$ cat src/fnm_pkg.sv
// shared constants and types of the four-neighbour mean filter
// no dependencies; imported by fnm_front, fnm_back and the top module
`default_nettype none

package fnm_pkg;

    localparam int SAMPLE_W    = 16;
    localparam int FW_W        = 6;
    localparam int FH_W        = 11;
    localparam int CFG_INDEX_W = 2;
    localparam int CFG_DATA_W  = 11;

    localparam int DEF_MAX_WIDTH  = 32;
    localparam int DEF_MAX_HEIGHT = 1024;

    localparam logic [FW_W-1:0] FW_RESET = 6'd10;
    localparam logic [FH_W-1:0] FH_RESET = 11'd10;

    localparam logic [CFG_INDEX_W-1:0] REG_FRAME_WIDTH  = 2'd0;
    localparam logic [CFG_INDEX_W-1:0] REG_FRAME_HEIGHT = 2'd1;

    // sum of up to four samples, and exact reciprocal of three for that range
    localparam int SUM_W        = SAMPLE_W + 2;
    localparam int RECIP3_SHIFT = SUM_W + 2;
    localparam int PROD_W       = SUM_W + RECIP3_SHIFT;
    localparam logic [RECIP3_SHIFT-1:0] RECIP3 = 20'd349526;

    localparam int CMD_DEPTH = 2;
    localparam int RES_DEPTH = 2;

    typedef struct packed {
        logic emit;     // row above is complete, one mean is due
        logic has_up;   // element being finished has a row above it
        logic row_par;  // parity of the incoming row
        logic last;     // final sample of the frame, last row follows
    } cmd_flags_t;

    typedef struct packed {
        logic                frame_last;
        logic [SAMPLE_W-1:0] mean_value;
    } result_t;

endpackage

`default_nettype wire

$ cat src/fnm_ram.sv
// generic single write, single read ram with registered read data
// no dependencies
`default_nettype none

module fnm_ram #(
    parameter int WIDTH = 16,
    parameter int DEPTH = 64
) (
    input  wire logic                     clk,
    input  wire logic                     we,
    input  wire logic [$clog2(DEPTH)-1:0] waddr,
    input  wire logic [WIDTH-1:0]         wdata,
    input  wire logic [$clog2(DEPTH)-1:0] raddr,
    output      logic [WIDTH-1:0]         rdata
);

    logic [WIDTH-1:0] mem [DEPTH];

    always_ff @(posedge clk)
    begin
        if (we)
        begin
            mem[waddr] <= wdata;
        end
        rdata <= mem[raddr];
    end

endmodule

`default_nettype wire

$ cat src/fnm_fifo.sv
// small register queue, used between front and back and for results
// no dependencies
`default_nettype none

module fnm_fifo #(
    parameter int WIDTH = 8,
    parameter int DEPTH = 2
) (
    input  wire logic             clk,
    input  wire logic             rst_n,
    input  wire logic             push,
    input  wire logic [WIDTH-1:0] wdata,
    output      logic             full,
    input  wire logic             pop,
    output      logic [WIDTH-1:0] rdata,
    output      logic             empty
);

    localparam int PTR_W = (DEPTH > 1) ? $clog2(DEPTH) : 1;
    localparam int CNT_W = $clog2(DEPTH + 1);

    logic [WIDTH-1:0] mem_reg [DEPTH];
    logic [PTR_W-1:0] wr_ptr_reg;
    logic [PTR_W-1:0] rd_ptr_reg;
    logic [CNT_W-1:0] count_reg;
    logic             do_push;
    logic             do_pop;

    assign full    = (count_reg == CNT_W'(DEPTH));
    assign empty   = (count_reg == '0);
    assign do_push = push && !full;
    assign do_pop  = pop && !empty;
    assign rdata   = mem_reg[rd_ptr_reg];

    always_ff @(posedge clk)
    begin
        if (do_push)
        begin
            mem_reg[wr_ptr_reg] <= wdata;
        end
    end

    always_ff @(posedge clk or negedge rst_n)
    begin
        if (!rst_n)
        begin
            wr_ptr_reg <= '0;
            rd_ptr_reg <= '0;
            count_reg  <= '0;
        end
        else
        begin
            if (do_push)
            begin
                wr_ptr_reg <= (wr_ptr_reg == PTR_W'(DEPTH - 1)) ? '0 : wr_ptr_reg + PTR_W'(1);
            end
            if (do_pop)
            begin
                rd_ptr_reg <= (rd_ptr_reg == PTR_W'(DEPTH - 1)) ? '0 : rd_ptr_reg + PTR_W'(1);
            end
            if (do_push && !do_pop)
            begin
                count_reg <= count_reg + CNT_W'(1);
            end
            else if (do_pop && !do_push)
            begin
                count_reg <= count_reg - CNT_W'(1);
            end
        end
    end

    a_count_bound: assert property (@(posedge clk) disable iff (!rst_n)
        count_reg <= CNT_W'(DEPTH))
        else $error("queue count beyond depth");

    a_count_step: assert property (@(posedge clk) disable iff (!rst_n)
        (do_push && !do_pop) |=> count_reg == $past(count_reg) + CNT_W'(1))
        else $error("queue count missed a push");

    a_ptr_match: assert property (@(posedge clk) disable iff (!rst_n)
        (empty || full) |-> wr_ptr_reg == rd_ptr_reg)
        else $error("queue pointers disagree with count");

endmodule

`default_nettype wire

$ cat src/fnm_front.sv
// front part: frame size registers, raster counters and request classification
// depends on fnm_pkg
`default_nettype none

module fnm_front #(
    parameter int MAX_WIDTH  = fnm_pkg::DEF_MAX_WIDTH,
    parameter int MAX_HEIGHT = fnm_pkg::DEF_MAX_HEIGHT
) (
    input  wire logic                                clk,
    input  wire logic                                rst_n,
    input  wire logic                                cfg_valid,
    output      logic                                cfg_ready,
    input  wire logic [fnm_pkg::CFG_INDEX_W-1:0]     cfg_index,
    input  wire logic [fnm_pkg::CFG_DATA_W-1:0]      cfg_data,
    input  wire logic                                push,
    input  wire logic [fnm_pkg::SAMPLE_W-1:0]        sample,
    input  wire logic                                cmd_full,
    output      logic                                cmd_push,
    output      fnm_pkg::cmd_flags_t                 cmd_flags,
    output      logic [$clog2(MAX_WIDTH)-1:0]        cmd_col,
    output      logic [fnm_pkg::SAMPLE_W-1:0]        cmd_sample,
    output      logic [$clog2(MAX_WIDTH + 1)-1:0]    eff_width
);

    import fnm_pkg::*;

    localparam int COL_W    = $clog2(MAX_WIDTH);
    localparam int ROW_W    = $clog2(MAX_HEIGHT);
    localparam int WIDTH_W  = $clog2(MAX_WIDTH + 1);
    localparam int HEIGHT_W = $clog2(MAX_HEIGHT + 1);

    logic [FW_W-1:0]     fw_reg;
    logic [FH_W-1:0]     fh_reg;
    logic [COL_W-1:0]    col_reg;
    logic [ROW_W-1:0]    row_reg;
    logic [HEIGHT_W-1:0] eff_height;
    logic                last_col;
    logic                last_row;
    logic                accept;

    // frame size clamped to the supported range
    always_comb
    begin
        if (fw_reg < FW_W'(2))
        begin
            eff_width = WIDTH_W'(2);
        end
        else if (32'(fw_reg) > 32'(MAX_WIDTH))
        begin
            eff_width = WIDTH_W'(MAX_WIDTH);
        end
        else
        begin
            eff_width = WIDTH_W'(fw_reg);
        end

        if (fh_reg < FH_W'(2))
        begin
            eff_height = HEIGHT_W'(2);
        end
        else if (32'(fh_reg) > 32'(MAX_HEIGHT))
        begin
            eff_height = HEIGHT_W'(MAX_HEIGHT);
        end
        else
        begin
            eff_height = HEIGHT_W'(fh_reg);
        end
    end

    assign last_col = (32'(col_reg) + 32'd1 == 32'(eff_width));
    assign last_row = (32'(row_reg) + 32'd1 == 32'(eff_height));
    assign accept   = push && !cmd_full;

    assign cfg_ready         = 1'b1;
    assign cmd_push          = accept;
    assign cmd_col           = col_reg;
    assign cmd_sample        = sample;
    assign cmd_flags.emit    = (row_reg != '0);
    assign cmd_flags.has_up  = (32'(row_reg) >= 32'd2);
    assign cmd_flags.row_par = row_reg[0];
    assign cmd_flags.last    = last_row && last_col;

    always_ff @(posedge clk or negedge rst_n)
    begin
        if (!rst_n)
        begin
            fw_reg  <= FW_RESET;
            fh_reg  <= FH_RESET;
            col_reg <= '0;
            row_reg <= '0;
        end
        else if (cfg_valid)
        begin
            case (cfg_index)
                REG_FRAME_WIDTH:
                begin
                    fw_reg  <= cfg_data[FW_W-1:0];
                    col_reg <= '0;
                    row_reg <= '0;
                end
                REG_FRAME_HEIGHT:
                begin
                    fh_reg  <= cfg_data[FH_W-1:0];
                    col_reg <= '0;
                    row_reg <= '0;
                end
                default:
                begin
                end
            endcase
        end
        else if (accept)
        begin
            if (last_col)
            begin
                col_reg <= '0;
                row_reg <= last_row ? '0 : row_reg + ROW_W'(1);
            end
            else
            begin
                col_reg <= col_reg + COL_W'(1);
            end
        end
    end

    a_col_in_frame: assert property (@(posedge clk) disable iff (!rst_n)
        32'(col_reg) < 32'(eff_width))
        else $error("column counter outside frame");

    a_row_in_frame: assert property (@(posedge clk) disable iff (!rst_n)
        32'(row_reg) < 32'(eff_height))
        else $error("row counter outside frame");

    a_frame_wrap: assert property (@(posedge clk) disable iff (!rst_n)
        (accept && cmd_flags.last) |=> (col_reg == '0 && row_reg == '0))
        else $error("counters did not wrap at end of frame");

endmodule

`default_nettype wire

$ cat src/fnm_back.sv
// back part: row buffers, neighbour gather, divide by count, result hand-off
// depends on fnm_pkg and fnm_ram
`default_nettype none

module fnm_back #(
    parameter int MAX_WIDTH = fnm_pkg::DEF_MAX_WIDTH
) (
    input  wire logic                             clk,
    input  wire logic                             rst_n,
    input  wire logic [$clog2(MAX_WIDTH + 1)-1:0] eff_width,
    input  wire logic                             cmd_empty,
    output      logic                             cmd_pop,
    input  wire fnm_pkg::cmd_flags_t              cmd_flags,
    input  wire logic [$clog2(MAX_WIDTH)-1:0]     cmd_col,
    input  wire logic [fnm_pkg::SAMPLE_W-1:0]     cmd_sample,
    input  wire logic                             res_full,
    output      logic                             res_push,
    output      fnm_pkg::result_t                 res_data
);

    import fnm_pkg::*;

    localparam int COL_W  = $clog2(MAX_WIDTH);
    localparam int DEPTH  = 2 * MAX_WIDTH;
    localparam int ADDR_W = $clog2(DEPTH);

    typedef enum logic [2:0] {
        ST_IDLE,
        ST_UP,
        ST_LEFT,
        ST_RIGHT,
        ST_GATHER,
        ST_DIV,
        ST_PUSH
    } state_t;

    state_t               state_reg;
    logic                 flush_reg;
    logic                 row_par_reg;
    logic                 has_up_reg;
    logic                 last_reg;
    logic [COL_W-1:0]     col_reg;
    logic [SAMPLE_W-1:0]  down_reg;
    logic [SAMPLE_W-1:0]  up_val_reg;
    logic [SAMPLE_W-1:0]  left_val_reg;
    logic [SUM_W-1:0]     sum_reg;
    logic [2:0]           cnt_reg;
    logic [PROD_W-1:0]    prod_reg;

    logic                 elem_par;
    logic                 has_up;
    logic                 has_left;
    logic                 has_right;
    logic [SUM_W-1:0]     sum_next;
    logic [2:0]           cnt_next;
    logic [SAMPLE_W-1:0]  mean;
    logic                 ram_we;
    logic [ADDR_W-1:0]    ram_waddr;
    logic [SAMPLE_W-1:0]  ram_wdata;
    logic [ADDR_W-1:0]    ram_raddr;
    logic [SAMPLE_W-1:0]  ram_rdata;

    function automatic logic [ADDR_W-1:0] slot_addr(input logic par,
                                                    input logic [COL_W-1:0] col);
        slot_addr = par ? ADDR_W'(MAX_WIDTH) + ADDR_W'(col) : ADDR_W'(col);
    endfunction

    // normal requests finish the row above; the flush finishes the incoming row
    assign elem_par  = flush_reg ? row_par_reg : !row_par_reg;
    assign has_up    = flush_reg || has_up_reg;
    assign has_left  = (col_reg != '0);
    assign has_right = (32'(col_reg) + 32'd1 < 32'(eff_width));

    assign cmd_pop  = (state_reg == ST_IDLE) && !cmd_empty;
    assign res_push = (state_reg == ST_PUSH) && !res_full;

    always_comb
    begin
        ram_we    = 1'b0;
        ram_waddr = slot_addr(row_par_reg, col_reg);
        ram_wdata = down_reg;
        if (cmd_pop && !cmd_flags.emit)
        begin
            ram_we    = 1'b1;
            ram_waddr = slot_addr(cmd_flags.row_par, cmd_col);
            ram_wdata = cmd_sample;
        end
        else if (state_reg == ST_GATHER && !flush_reg)
        begin
            ram_we = 1'b1;
        end
    end

    always_comb
    begin
        unique case (state_reg)
            ST_LEFT:  ram_raddr = slot_addr(elem_par,
                                            has_left ? col_reg - COL_W'(1) : col_reg);
            ST_RIGHT: ram_raddr = slot_addr(elem_par,
                                            has_right ? col_reg + COL_W'(1) : col_reg);
            default:  ram_raddr = slot_addr(!elem_par, col_reg);
        endcase
    end

    always_comb
    begin
        sum_next = SUM_W'(has_up ? up_val_reg : '0)
                 + SUM_W'(has_left ? left_val_reg : '0)
                 + SUM_W'(has_right ? ram_rdata : '0)
                 + SUM_W'(flush_reg ? '0 : down_reg);
        cnt_next = 3'(has_up) + 3'(has_left) + 3'(has_right) + 3'(!flush_reg);
    end

    always_comb
    begin
        case (cnt_reg)
            3'd2:    mean = sum_reg[SAMPLE_W:1];
            3'd3:    mean = prod_reg[RECIP3_SHIFT +: SAMPLE_W];
            default: mean = sum_reg[SAMPLE_W+1:2];
        endcase
    end

    assign res_data.mean_value = mean;
    assign res_data.frame_last = flush_reg && !has_right;

    fnm_ram #(
        .WIDTH (SAMPLE_W),
        .DEPTH (DEPTH)
    ) u_row_store (
        .clk   (clk),
        .we    (ram_we),
        .waddr (ram_waddr),
        .wdata (ram_wdata),
        .raddr (ram_raddr),
        .rdata (ram_rdata)
    );

    // data path, no reset needed
    always_ff @(posedge clk)
    begin
        if (state_reg == ST_LEFT)
        begin
            up_val_reg <= ram_rdata;
        end
        if (state_reg == ST_RIGHT)
        begin
            left_val_reg <= ram_rdata;
        end
        if (state_reg == ST_GATHER)
        begin
            sum_reg <= sum_next;
            cnt_reg <= cnt_next;
        end
        if (state_reg == ST_DIV)
        begin
            prod_reg <= PROD_W'(sum_reg) * PROD_W'(RECIP3);
        end
    end

    always_ff @(posedge clk or negedge rst_n)
    begin
        if (!rst_n)
        begin
            state_reg   <= ST_IDLE;
            flush_reg   <= 1'b0;
            row_par_reg <= 1'b0;
            has_up_reg  <= 1'b0;
            last_reg    <= 1'b0;
            col_reg     <= '0;
            down_reg    <= '0;
        end
        else
        begin
            unique case (state_reg)
                ST_IDLE:
                begin
                    if (cmd_pop)
                    begin
                        flush_reg   <= 1'b0;
                        row_par_reg <= cmd_flags.row_par;
                        has_up_reg  <= cmd_flags.has_up;
                        last_reg    <= cmd_flags.last;
                        col_reg     <= cmd_col;
                        down_reg    <= cmd_sample;
                        if (cmd_flags.emit)
                        begin
                            state_reg <= ST_UP;
                        end
                    end
                end
                ST_UP:     state_reg <= ST_LEFT;
                ST_LEFT:   state_reg <= ST_RIGHT;
                ST_RIGHT:  state_reg <= ST_GATHER;
                ST_GATHER: state_reg <= ST_DIV;
                ST_DIV:    state_reg <= ST_PUSH;
                ST_PUSH:
                begin
                    if (!res_full)
                    begin
                        if (!flush_reg && last_reg)
                        begin
                            // whole last row follows, left to right
                            flush_reg <= 1'b1;
                            col_reg   <= '0;
                            state_reg <= ST_UP;
                        end
                        else if (flush_reg && has_right)
                        begin
                            col_reg   <= col_reg + COL_W'(1);
                            state_reg <= ST_UP;
                        end
                        else
                        begin
                            state_reg <= ST_IDLE;
                        end
                    end
                end
                default: state_reg <= ST_IDLE;
            endcase
        end
    end

    a_no_write_in_flush: assert property (@(posedge clk) disable iff (!rst_n)
        !(ram_we && flush_reg && state_reg != ST_IDLE))
        else $error("row buffer written during flush");

    a_count_range: assert property (@(posedge clk) disable iff (!rst_n)
        (state_reg == ST_PUSH) |-> (cnt_reg == 3'd2 || cnt_reg == 3'd3 || cnt_reg == 3'd4))
        else $error("neighbour count out of range");

    a_flush_after_last: assert property (@(posedge clk) disable iff (!rst_n)
        $rose(flush_reg) |-> $past(last_reg))
        else $error("flush started without final sample");

    a_last_ends_frame: assert property (@(posedge clk) disable iff (!rst_n)
        (res_push && res_data.frame_last) |=> state_reg == ST_IDLE)
        else $error("work continued after final result");

endmodule

`default_nettype wire

$ cat src/four_neighbor_mean_filter.sv
// four-neighbour mean filter: replaces each element of a raster frame by the
// truncated mean of its up, down, left and right neighbours inside the frame.
// channels: sample in by push/full, results out by empty/pop, and a config write
// channel (cfg_valid/cfg_ready, cfg_index, cfg_data) for frame width (0) and
// height (1); a write to either restarts the frame, other indexes are ignored.
// samples of the first row are only stored; every later sample finishes the
// element above it, and the last sample of the frame also finishes the whole
// last row, whose final result carries frame_last.
// each later sample passes the back unit in order: take the request, three reads
// through the single read port of the row buffer, sum, multiply by the reciprocal
// of three, hand-off; a flushed column skips the first step. the back unit takes
// no new request until it has handed off its result; first-row samples are taken
// one per cycle while the back unit is idle, and the end of frame flush visits
// every column of the last row after the final sample.
// reset: counters at row 0 column 0, frame 10 by 10, both queues empty.
// when the receiver stops popping, the two-entry result queue fills, the back
// unit holds its result, the two-entry request queue fills and full rises.
// depends on fnm_pkg, fnm_front, fnm_back, fnm_fifo, fnm_ram
`default_nettype none

module four_neighbor_mean_filter #(
    parameter int MAX_WIDTH  = fnm_pkg::DEF_MAX_WIDTH,
    parameter int MAX_HEIGHT = fnm_pkg::DEF_MAX_HEIGHT
) (
    input  wire logic                            clk,
    input  wire logic                            rst_n,
    input  wire logic                            cfg_valid,
    output      logic                            cfg_ready,
    input  wire logic [fnm_pkg::CFG_INDEX_W-1:0] cfg_index,
    input  wire logic [fnm_pkg::CFG_DATA_W-1:0]  cfg_data,
    input  wire logic                            push,
    output      logic                            full,
    input  wire logic [fnm_pkg::SAMPLE_W-1:0]    sample,
    output      logic                            empty,
    input  wire logic                            pop,
    output      logic [fnm_pkg::SAMPLE_W-1:0]    mean_value,
    output      logic                            frame_last
);

    import fnm_pkg::*;

    localparam int COL_W   = $clog2(MAX_WIDTH);
    localparam int WIDTH_W = $clog2(MAX_WIDTH + 1);
    localparam int CMD_W   = $bits(cmd_flags_t) + COL_W + SAMPLE_W;
    localparam int RES_W   = $bits(result_t);

    logic                cmd_push;
    logic                cmd_full;
    logic                cmd_pop;
    logic                cmd_empty;
    cmd_flags_t          fr_flags;
    logic [COL_W-1:0]    fr_col;
    logic [SAMPLE_W-1:0] fr_sample;
    logic [CMD_W-1:0]    cmd_wdata;
    logic [CMD_W-1:0]    cmd_rdata;
    cmd_flags_t          bk_flags;
    logic [COL_W-1:0]    bk_col;
    logic [SAMPLE_W-1:0] bk_sample;
    logic [WIDTH_W-1:0]  eff_width;
    logic                res_push;
    logic                res_full;
    result_t             res_in;
    result_t             res_out;

    assign full      = cmd_full;
    assign cmd_wdata = {fr_flags, fr_col, fr_sample};
    assign {bk_flags, bk_col, bk_sample} = cmd_rdata;

    fnm_front #(
        .MAX_WIDTH  (MAX_WIDTH),
        .MAX_HEIGHT (MAX_HEIGHT)
    ) u_front (
        .clk        (clk),
        .rst_n      (rst_n),
        .cfg_valid  (cfg_valid),
        .cfg_ready  (cfg_ready),
        .cfg_index  (cfg_index),
        .cfg_data   (cfg_data),
        .push       (push),
        .sample     (sample),
        .cmd_full   (cmd_full),
        .cmd_push   (cmd_push),
        .cmd_flags  (fr_flags),
        .cmd_col    (fr_col),
        .cmd_sample (fr_sample),
        .eff_width  (eff_width)
    );

    fnm_fifo #(
        .WIDTH (CMD_W),
        .DEPTH (CMD_DEPTH)
    ) u_cmd_queue (
        .clk   (clk),
        .rst_n (rst_n),
        .push  (cmd_push),
        .wdata (cmd_wdata),
        .full  (cmd_full),
        .pop   (cmd_pop),
        .rdata (cmd_rdata),
        .empty (cmd_empty)
    );

    fnm_back #(
        .MAX_WIDTH (MAX_WIDTH)
    ) u_back (
        .clk        (clk),
        .rst_n      (rst_n),
        .eff_width  (eff_width),
        .cmd_empty  (cmd_empty),
        .cmd_pop    (cmd_pop),
        .cmd_flags  (bk_flags),
        .cmd_col    (bk_col),
        .cmd_sample (bk_sample),
        .res_full   (res_full),
        .res_push   (res_push),
        .res_data   (res_in)
    );

    fnm_fifo #(
        .WIDTH (RES_W),
        .DEPTH (RES_DEPTH)
    ) u_res_queue (
        .clk   (clk),
        .rst_n (rst_n),
        .push  (res_push),
        .wdata (res_in),
        .full  (res_full),
        .pop   (pop),
        .rdata (res_out),
        .empty (empty)
    );

    assign mean_value = res_out.mean_value;
    assign frame_last = res_out.frame_last;

endmodule

`default_nettype wire
$ cat config.mk
export PLATFORM = sky130hd
export DESIGN_NAME = four_neighbor_mean_filter
export DESIGN_NICKNAME = d
export VERILOG_FILES = /design/src/fnm_pkg.sv /design/src/fnm_ram.sv /design/src/fnm_fifo.sv /design/src/fnm_front.sv /design/src/fnm_back.sv /design/src/four_neighbor_mean_filter.sv
export SDC_FILE = /design/constraint.sdc
export NUM_CORES = 2
export LEC_CHECK = 0
export ABC_AREA = 1
export BUFFER_PORTS_ARGS = -buffer_cell sky130_fd_sc_hd__buf_2
export CAP_MARGIN = 5
export CORE_ASPECT_RATIO = 1.25
export CORE_MARGIN = 3
export CORE_UTILIZATION = 35
export CTS_CLUSTER_SIZE = 16
export DETAILED_ROUTE_END_ITERATION = 10
export SLEW_MARGIN = 20
export SYNTH_ARGS = -nofsm -noshare
export SYNTH_HDL_FRONTEND = slang
export SYNTH_SLANG_ARGS = --single-unit
$ cat constraint.sdc
create_clock -name clk -period 14.9 [get_ports clk]
set_input_delay 3.725 -clock clk [delete_from_list [all_inputs] [get_ports clk]]
set_output_delay 3.725 -clock clk [all_outputs]
set_load 0.1 [all_outputs]
## Word level (Yosys, flattened, before mapping)

Memory sizes are Yosys's and may differ from the RTL's. A register that Yosys moved wholly into a read port is not among the register bits.
Cells that the tools add are included.

| storage, ports and cells | value |
|---|---|
| flip-flop bits (word level) | 156 |
| memory bits (writable) | 1108 |
| input bits | 34 |
| output and inout port bits | 20 |
| word-level logic and storage cells | 186 |
| memories kept | 3 |

Memory list:

| name | depth | bits a word | read ports | clocked after Yosys merged registers in | wr ports | RTL line | text |
|---|---|---|---|---|---|---|---|
| u_back.u_row_store.mem | 64 | 16 | 1 | 1 | 1 | fnm_ram.sv:17 | `logic [WIDTH-1:0] mem [DEPTH];` |
| u_cmd_queue.mem_reg | 2 | 25 | 1 | 0 | 1 | fnm_fifo.sv:22 | `logic [WIDTH-1:0] mem_reg [DEPTH];` |
| u_res_queue.mem_reg | 2 | 17 | 1 | 0 | 1 | fnm_fifo.sv:22 |  |

| cells by class | value |
|---|---|
| add/sub/neg operators | 25 |
| $mul | 1 |
| order comparisons | 6 |
| equality and inequality tests | 19 |
| muxes and demuxes | 60 |
| reduce and logical (&&, ||, !) cells | 50 |

Operator list:

| cell | number |
|---|---|
| $mux W16 | 5 |
| $add A18 B18 Y18 | 3 |
| $mux W10 | 5 |
| $mux W5 | 10 |
| $mux W6 | 8 |
| $mul A18 B18 Y35 const B | 1 |
| $eq A32 B11 Y1 | 1 |
| $eq A32 B6 Y1 | 1 |
| $lt A32 B6 Y1 | 1 |
| $pmux W16 S2 | 1 |
| $add A6 B5 Y6 const A | 4 |
| $mux W11 | 2 |
| $pmux W3 S7 | 1 |
| $logic_and A1 B1 Y1 | 17 |
| $mux W1 | 17 |
| $add A5 B1 Y6 const B | 2 |
| $eq A3 B2 Y1 const B | 4 |
| $logic_not A1 Y1 | 12 |
| $mux W3 | 4 |
| $pmux W6 S2 | 1 |
| $add A10 B1 Y11 const B | 1 |
| $gt A11 B11 Y1 const B | 1 |
| $lt A11 B2 Y1 const B | 1 |
| $add A10 B1 Y10 const B | 1 |
| other kinds (30) | 57 |

## Longest topological paths before layout

| logic depth | value |
|---|---|
| word-level depth | 9 |
| depth in mapped cells | 35 |
| gate-level depth less buffers | 33 |

## Hierarchy

A second synthesis with hierarchy kept.

| second synthesis, totals | value |
|---|---|
| cells, all modules | 5703 |
| area total of the unflattened synthesis | 60910.9 sq um |

Modules (own cells, without submodules):

| module | instances | cells each | area each (sq um) | seq. area each (sq um) |
|---|---|---|---|---|
| fnm_ram | 1 | 3517 | 42099.1 | 31069.8 |
| fnm_back | 1 | 1572 | 12877.4 | 2772.7 |
| fnm_front | 1 | 332 | 2397.3 | 805.8 |
| fnm_fifo at u_cmd_queue | 1 | 162 | 2057.0 | 1601.5 |
| fnm_fifo at u_res_queue | 1 | 120 | 1480.2 | 1121.1 |

## Worst setup path after synthesis

Ideal clock, no wire load.

| path | value |
|---|---|
| kind | register -> output |
| start point | register u_cmd_queue.count_reg[0] |
| end point | output full |
| arrival time | 1690 ps |
| data required time | 11175 ps |
| slack | 9485 ps |
| cell stages (with the launch flop) | 2 |
| path buffers | 0 |
| path through | dfrtp_1 nor2_1 |

| between the ends | value |
|---|---|
| longest elaborated chain between the ends | 1 |

Ends and longest elaborated chain:

| element | RTL line | text |
|---|---|---|
| start, declared | fnm_fifo.sv:25 | `logic [CNT_W-1:0] count_reg;` |
| start signal, assigned | fnm_fifo.sv:63 | `count_reg <= count_reg + CNT_W'(1);` |
| start signal, assigned | fnm_fifo.sv:67 | `count_reg <= count_reg - CNT_W'(1);` |
| $eq A2 B2 Y1 | fnm_fifo.sv:29 | `assign full = (count_reg == CNT_W'(DEPTH));` |
| end, declared | four_neighbor_mean_filter.sv:32 | `output logic full,` |

No other way between the ends.

## Worst setup path after layout

| path | value |
|---|---|
| start point | register u_back.col_reg[0] |
| end point | register u_back.u_row_store.rdata[7], read port of u_back.u_row_store.mem |

| between the ends | value |
|---|---|
| longest elaborated chain between the ends | 6 |
| elaborated cells on any way between the ends | 14 |
| classes of those cells | add/sub: 6; order compare: 1; mux: 6; reduce/logical: 1 |

Ends and longest elaborated chain:

| element | RTL line | text |
|---|---|---|
| start, declared | fnm_back.sv:42 | `logic [COL_W-1:0] col_reg;` |
| start signal, assigned | fnm_back.sv:183 | `col_reg <= cmd_col;` |
| start signal, assigned | fnm_back.sv:209 | `col_reg <= col_reg + COL_W'(1);` |
| $add A5 B1 Y6 | fnm_back.sv:72 | `assign has_right = (32'(col_reg) + 32'd1 < 32'(eff_width));` |
| $lt A32 B6 Y1 | fnm_back.sv:72 |  |
| $mux W5 | fnm_back.sv:100 | `has_right ? col_reg + COL_W'(1) : col_reg);` |
| $add A6 B5 Y6 | fnm_back.sv:65 | `slot_addr = par ? ADDR_W'(MAX_WIDTH) + ADDR_W'(col) : ADDR_W'(col);` |
| $mux W6 | fnm_back.sv:65 |  |
| $pmux W6 S2 * | fnm_back.sv:96 | `unique case (state_reg)` |
| end, declared | fnm_ram.sv:14 | `output logic [WIDTH-1:0] rdata` |

Every way passes the cells marked *; elsewhere a longest branch is shown, timed or not.
A chain may end at the register's enable or synchronous reset.

==> results.md <==
* Clk Tree Root Cell: clkbuf_16
* Primary FF master, synth: edfxtp_1
* IO Pins at 54
* CP max FO at 122
* Die area at 0.184 sq mm
* Worst Tran Pin Value at 1320 ps
* Met2 Routed Length at 89.3 mm
* Pins Over Slew Limit at 0
* Fmax at 147 MHz
* Vias in the first global route at 41,000
* Die height at 478 microns
* Commonest cells in the netlist: edfxtp_1, nand3_1, inv_1
* Multi-input gate area at 0.0203 sq mm
* Max-slew headroom at 12.3%
* Starting Density at 35.4%
* Gpl congestion at 0.891
* HPWL Detailed at 106 mm
* Global-route wire length before repair at 262 mm
* DR vias at 42,100
* Cts hold-fix bufs at 0
* Clk sinks at 1,261
* Post-synth EDFFs at 1,177
* Total track usage at 18.7%
* Largest net degree at the start of global routing at 196
* YS warnings at 0
* Fillers at 16,800
* Post-CTS sizing at 0
* Post-CTS setup buffers at 0
* Leading area contributor after synthesis: edfxtp_1
* Antenna Nets Post-Route at 0
* Max incr delay on CP at 930 ps
* Startpoint class of the critical path: flip-flop
* Clk buf depth at 3
* Synthesized area at 0.0625 sq mm
* Max FFs per register at 1,024
* Clk slew on worst S/H paths at 60 ps
* CTS Buf Count at 120
* Critical path class: reg -> reg
* Initial antenna violation count at 5
* Final Routed Wirelength at 176 mm
* Skew final at 49.9 ps
* Met3 wire len at 9.47 mm
* DRT met1 WL at 69.2 mm
* Minimum clock period after layout at 6810 ps
* Initial DRC count at 3,924
* Synth-to-Final Area Change at 11.3%
* Die width at 384 microns
* Post-synth ARST share at 5.39%
* Final TNS setup at 0 ps
* Register Area at 0.0374 sq mm
* Hold Crit Class: reg -> reg
* DRC viols at 0
* Clk_lat worst skew at 770 ps
* Synth Register Bits at 1,261
* H-tree lvl count at 3
* Post-synthesis cell count at 5,820
* MaxCap Viol Count at 0
* Final Hold Viols at 0
* Status: finished clean
* Synth top area cells: edfxtp_1, nand3_1, inv_1
* DR top layer: met4
* Synthesized Nets at 6,181
* Sequential fraction of the synthesis area at 59.8%
* Core Area at 0.177 sq mm
* Syn_area_per_cell at 10.7 sq um
* Critical Path RT at 15,530 ps
* Drt wl/cell at 21.3 microns
* Most used cell, CP: nand2_1
* Cells along the critical path: inv_1 -> o31ai_1 -> nand2_1 -> inv_1 -> ha_1 -> nand2_1 -> inv_1 -> nand2_1 -> nand2_1 -> nand2_1 -> nand2_1 -> nand2_1 -> nand3_4 -> nand2_8 -> buf_4 -> buf_4 -> nand2_1 -> nand3_1 -> nand3_1 -> nand3_1 -> nand3_1 -> nand3_1 -> nand2_1
* Netlist cell types at 54
* Gr ovfl total at 0
* RSZ-0062 raised after global routing: no
* Final period utilization at 45.7%
* Most common cell in the synthesized netlist: edfxtp_1
* # nets final at 6,162
* Final setup viols at 0
* Share of cells above drive strength 1 at 7.33%
* Post-synth top area share at 56.5%
* Detailed Routing Iterations Pass 1 at 6
* Port buffer count at 52
* Crit path DAT at 7440 ps
* Vias per inst at 5.10
* Std cell rows at 172
* Crit-path slowest cell: nand2_8
* CTS tree: yes
* Setup crit end kind: flip-flop
-- final timing paths --
| check | from | endpoint | slack, ps | depth (start not counted) |
|---|---|---|---|---|
| setup / recovery | u_back.col_reg[0]$_DFFE_PN0P_ | u_back.u_row_store.rdata[7]$_DFF_P_ | 8090 | 23 |
| hold / removal | u_front.fh_reg[1]$_DFFE_PN1P_ | u_front.fh_reg[1]$_DFFE_PN1P_ | 500 | 2 |
| max in group asynchronous | rst_n | u_back.col_reg[4]$_DFFE_PN0P_ | 11160 | 1 |
| setup reg to reg | u_back.col_reg[0]$_DFFE_PN0P_ | u_back.u_row_store.rdata[7]$_DFF_P_ | 8090 | 23 |
| min in group asynchronous | rst_n | u_cmd_queue.rd_ptr_reg$_DFFE_PN0P_ | 3130 | 1 |
| hold reg to reg | u_front.fh_reg[1]$_DFFE_PN1P_ | u_front.fh_reg[1]$_DFFE_PN1P_ | 500 | 2 |
-- kinds of logic (layout without fill, tap and decap cells) --
group	Yosys count	in the layout	synth area share (%)
flops	1261	1261	59.8
buf+inv	1315	1401	8.15
compound gates	225	225	2.18
simple gates	2620	2620	20.6
mux	5	5	0.0901
xor+xnor	66	66	0.925
fa+ha+maj	327	327	8.26
other cells	1	5	0.00600
-- placed cells by master (no fill, tap or decap), drive strengths merged, types with 15 or more instances in the layout --
| cell | n |
|---|---|
| nand3 | 1150 |
| edfxtp | 1177 |
| o221ai | 16 |
| nand3b | 380 |
| o211ai | 15 |
| nor2 | 181 |
| clkinv | 59 |
| dfxtp | 16 |
| clkbuf | 150 |
| nand2 | 862 |
| o22ai | 21 |
| inv | 1004 |
| dfrtp | 64 |
| a21oi | 58 |
| buf | 168 |
| or2 | 21 |
| ha | 184 |
| xor2 | 52 |
| fa | 143 |
| o21ai | 85 |
-- routing by layer --
metal  up-vias  track usage, %
li1      19600               -
met5         -               0
met4         0            8.66
met2      1437            32.8
met3       294            2.14
met1     20800            22.9
-- critical path, delay by kind of cell, from the launching register on --
kind,cells,cell delay [ps]
AOI/OAI and AO/OA,1,280
buffers and inverters,5,1950
DFF,1,510
adders and majority gates,1,240
and+or+nand+nor,16,3550
-- stage by stage --
stage          instance area, sq um  std cells  setup slack (ps)  hold slack (ps)  util, %
2_1_floorplan                 62500       5820              9490              426        -
3_5_place_dp                  65600       8028              8270              500     37.1
3_3_place_gp                  65600       8028              8350              499     37.1
6_report                      69500       8259              8090              504     39.4
4_1_cts                       69500       8255              8190              510     39.3
5_1_grt                       69500       8256              7640              534     39.4
-- final cells by class --
cell class | count | area share, %
Sequential cell | 1261 | 53.7
Multi-Input combinational cell | 3244 | 29.2
Inverter | 1006 | 5.45
Clock buffer | 150 | 4.54
Tap cell | 2349 | 4.23
Timing Repair Buffer | 168 | 1.68
Clock inverter | 77 | 1.11
Antenna cell | 4 | 0.0144
Power is left out: the tool's default activity adds up to more than one toggle a clock period on the data nets, which glitch-free logic cannot reach.
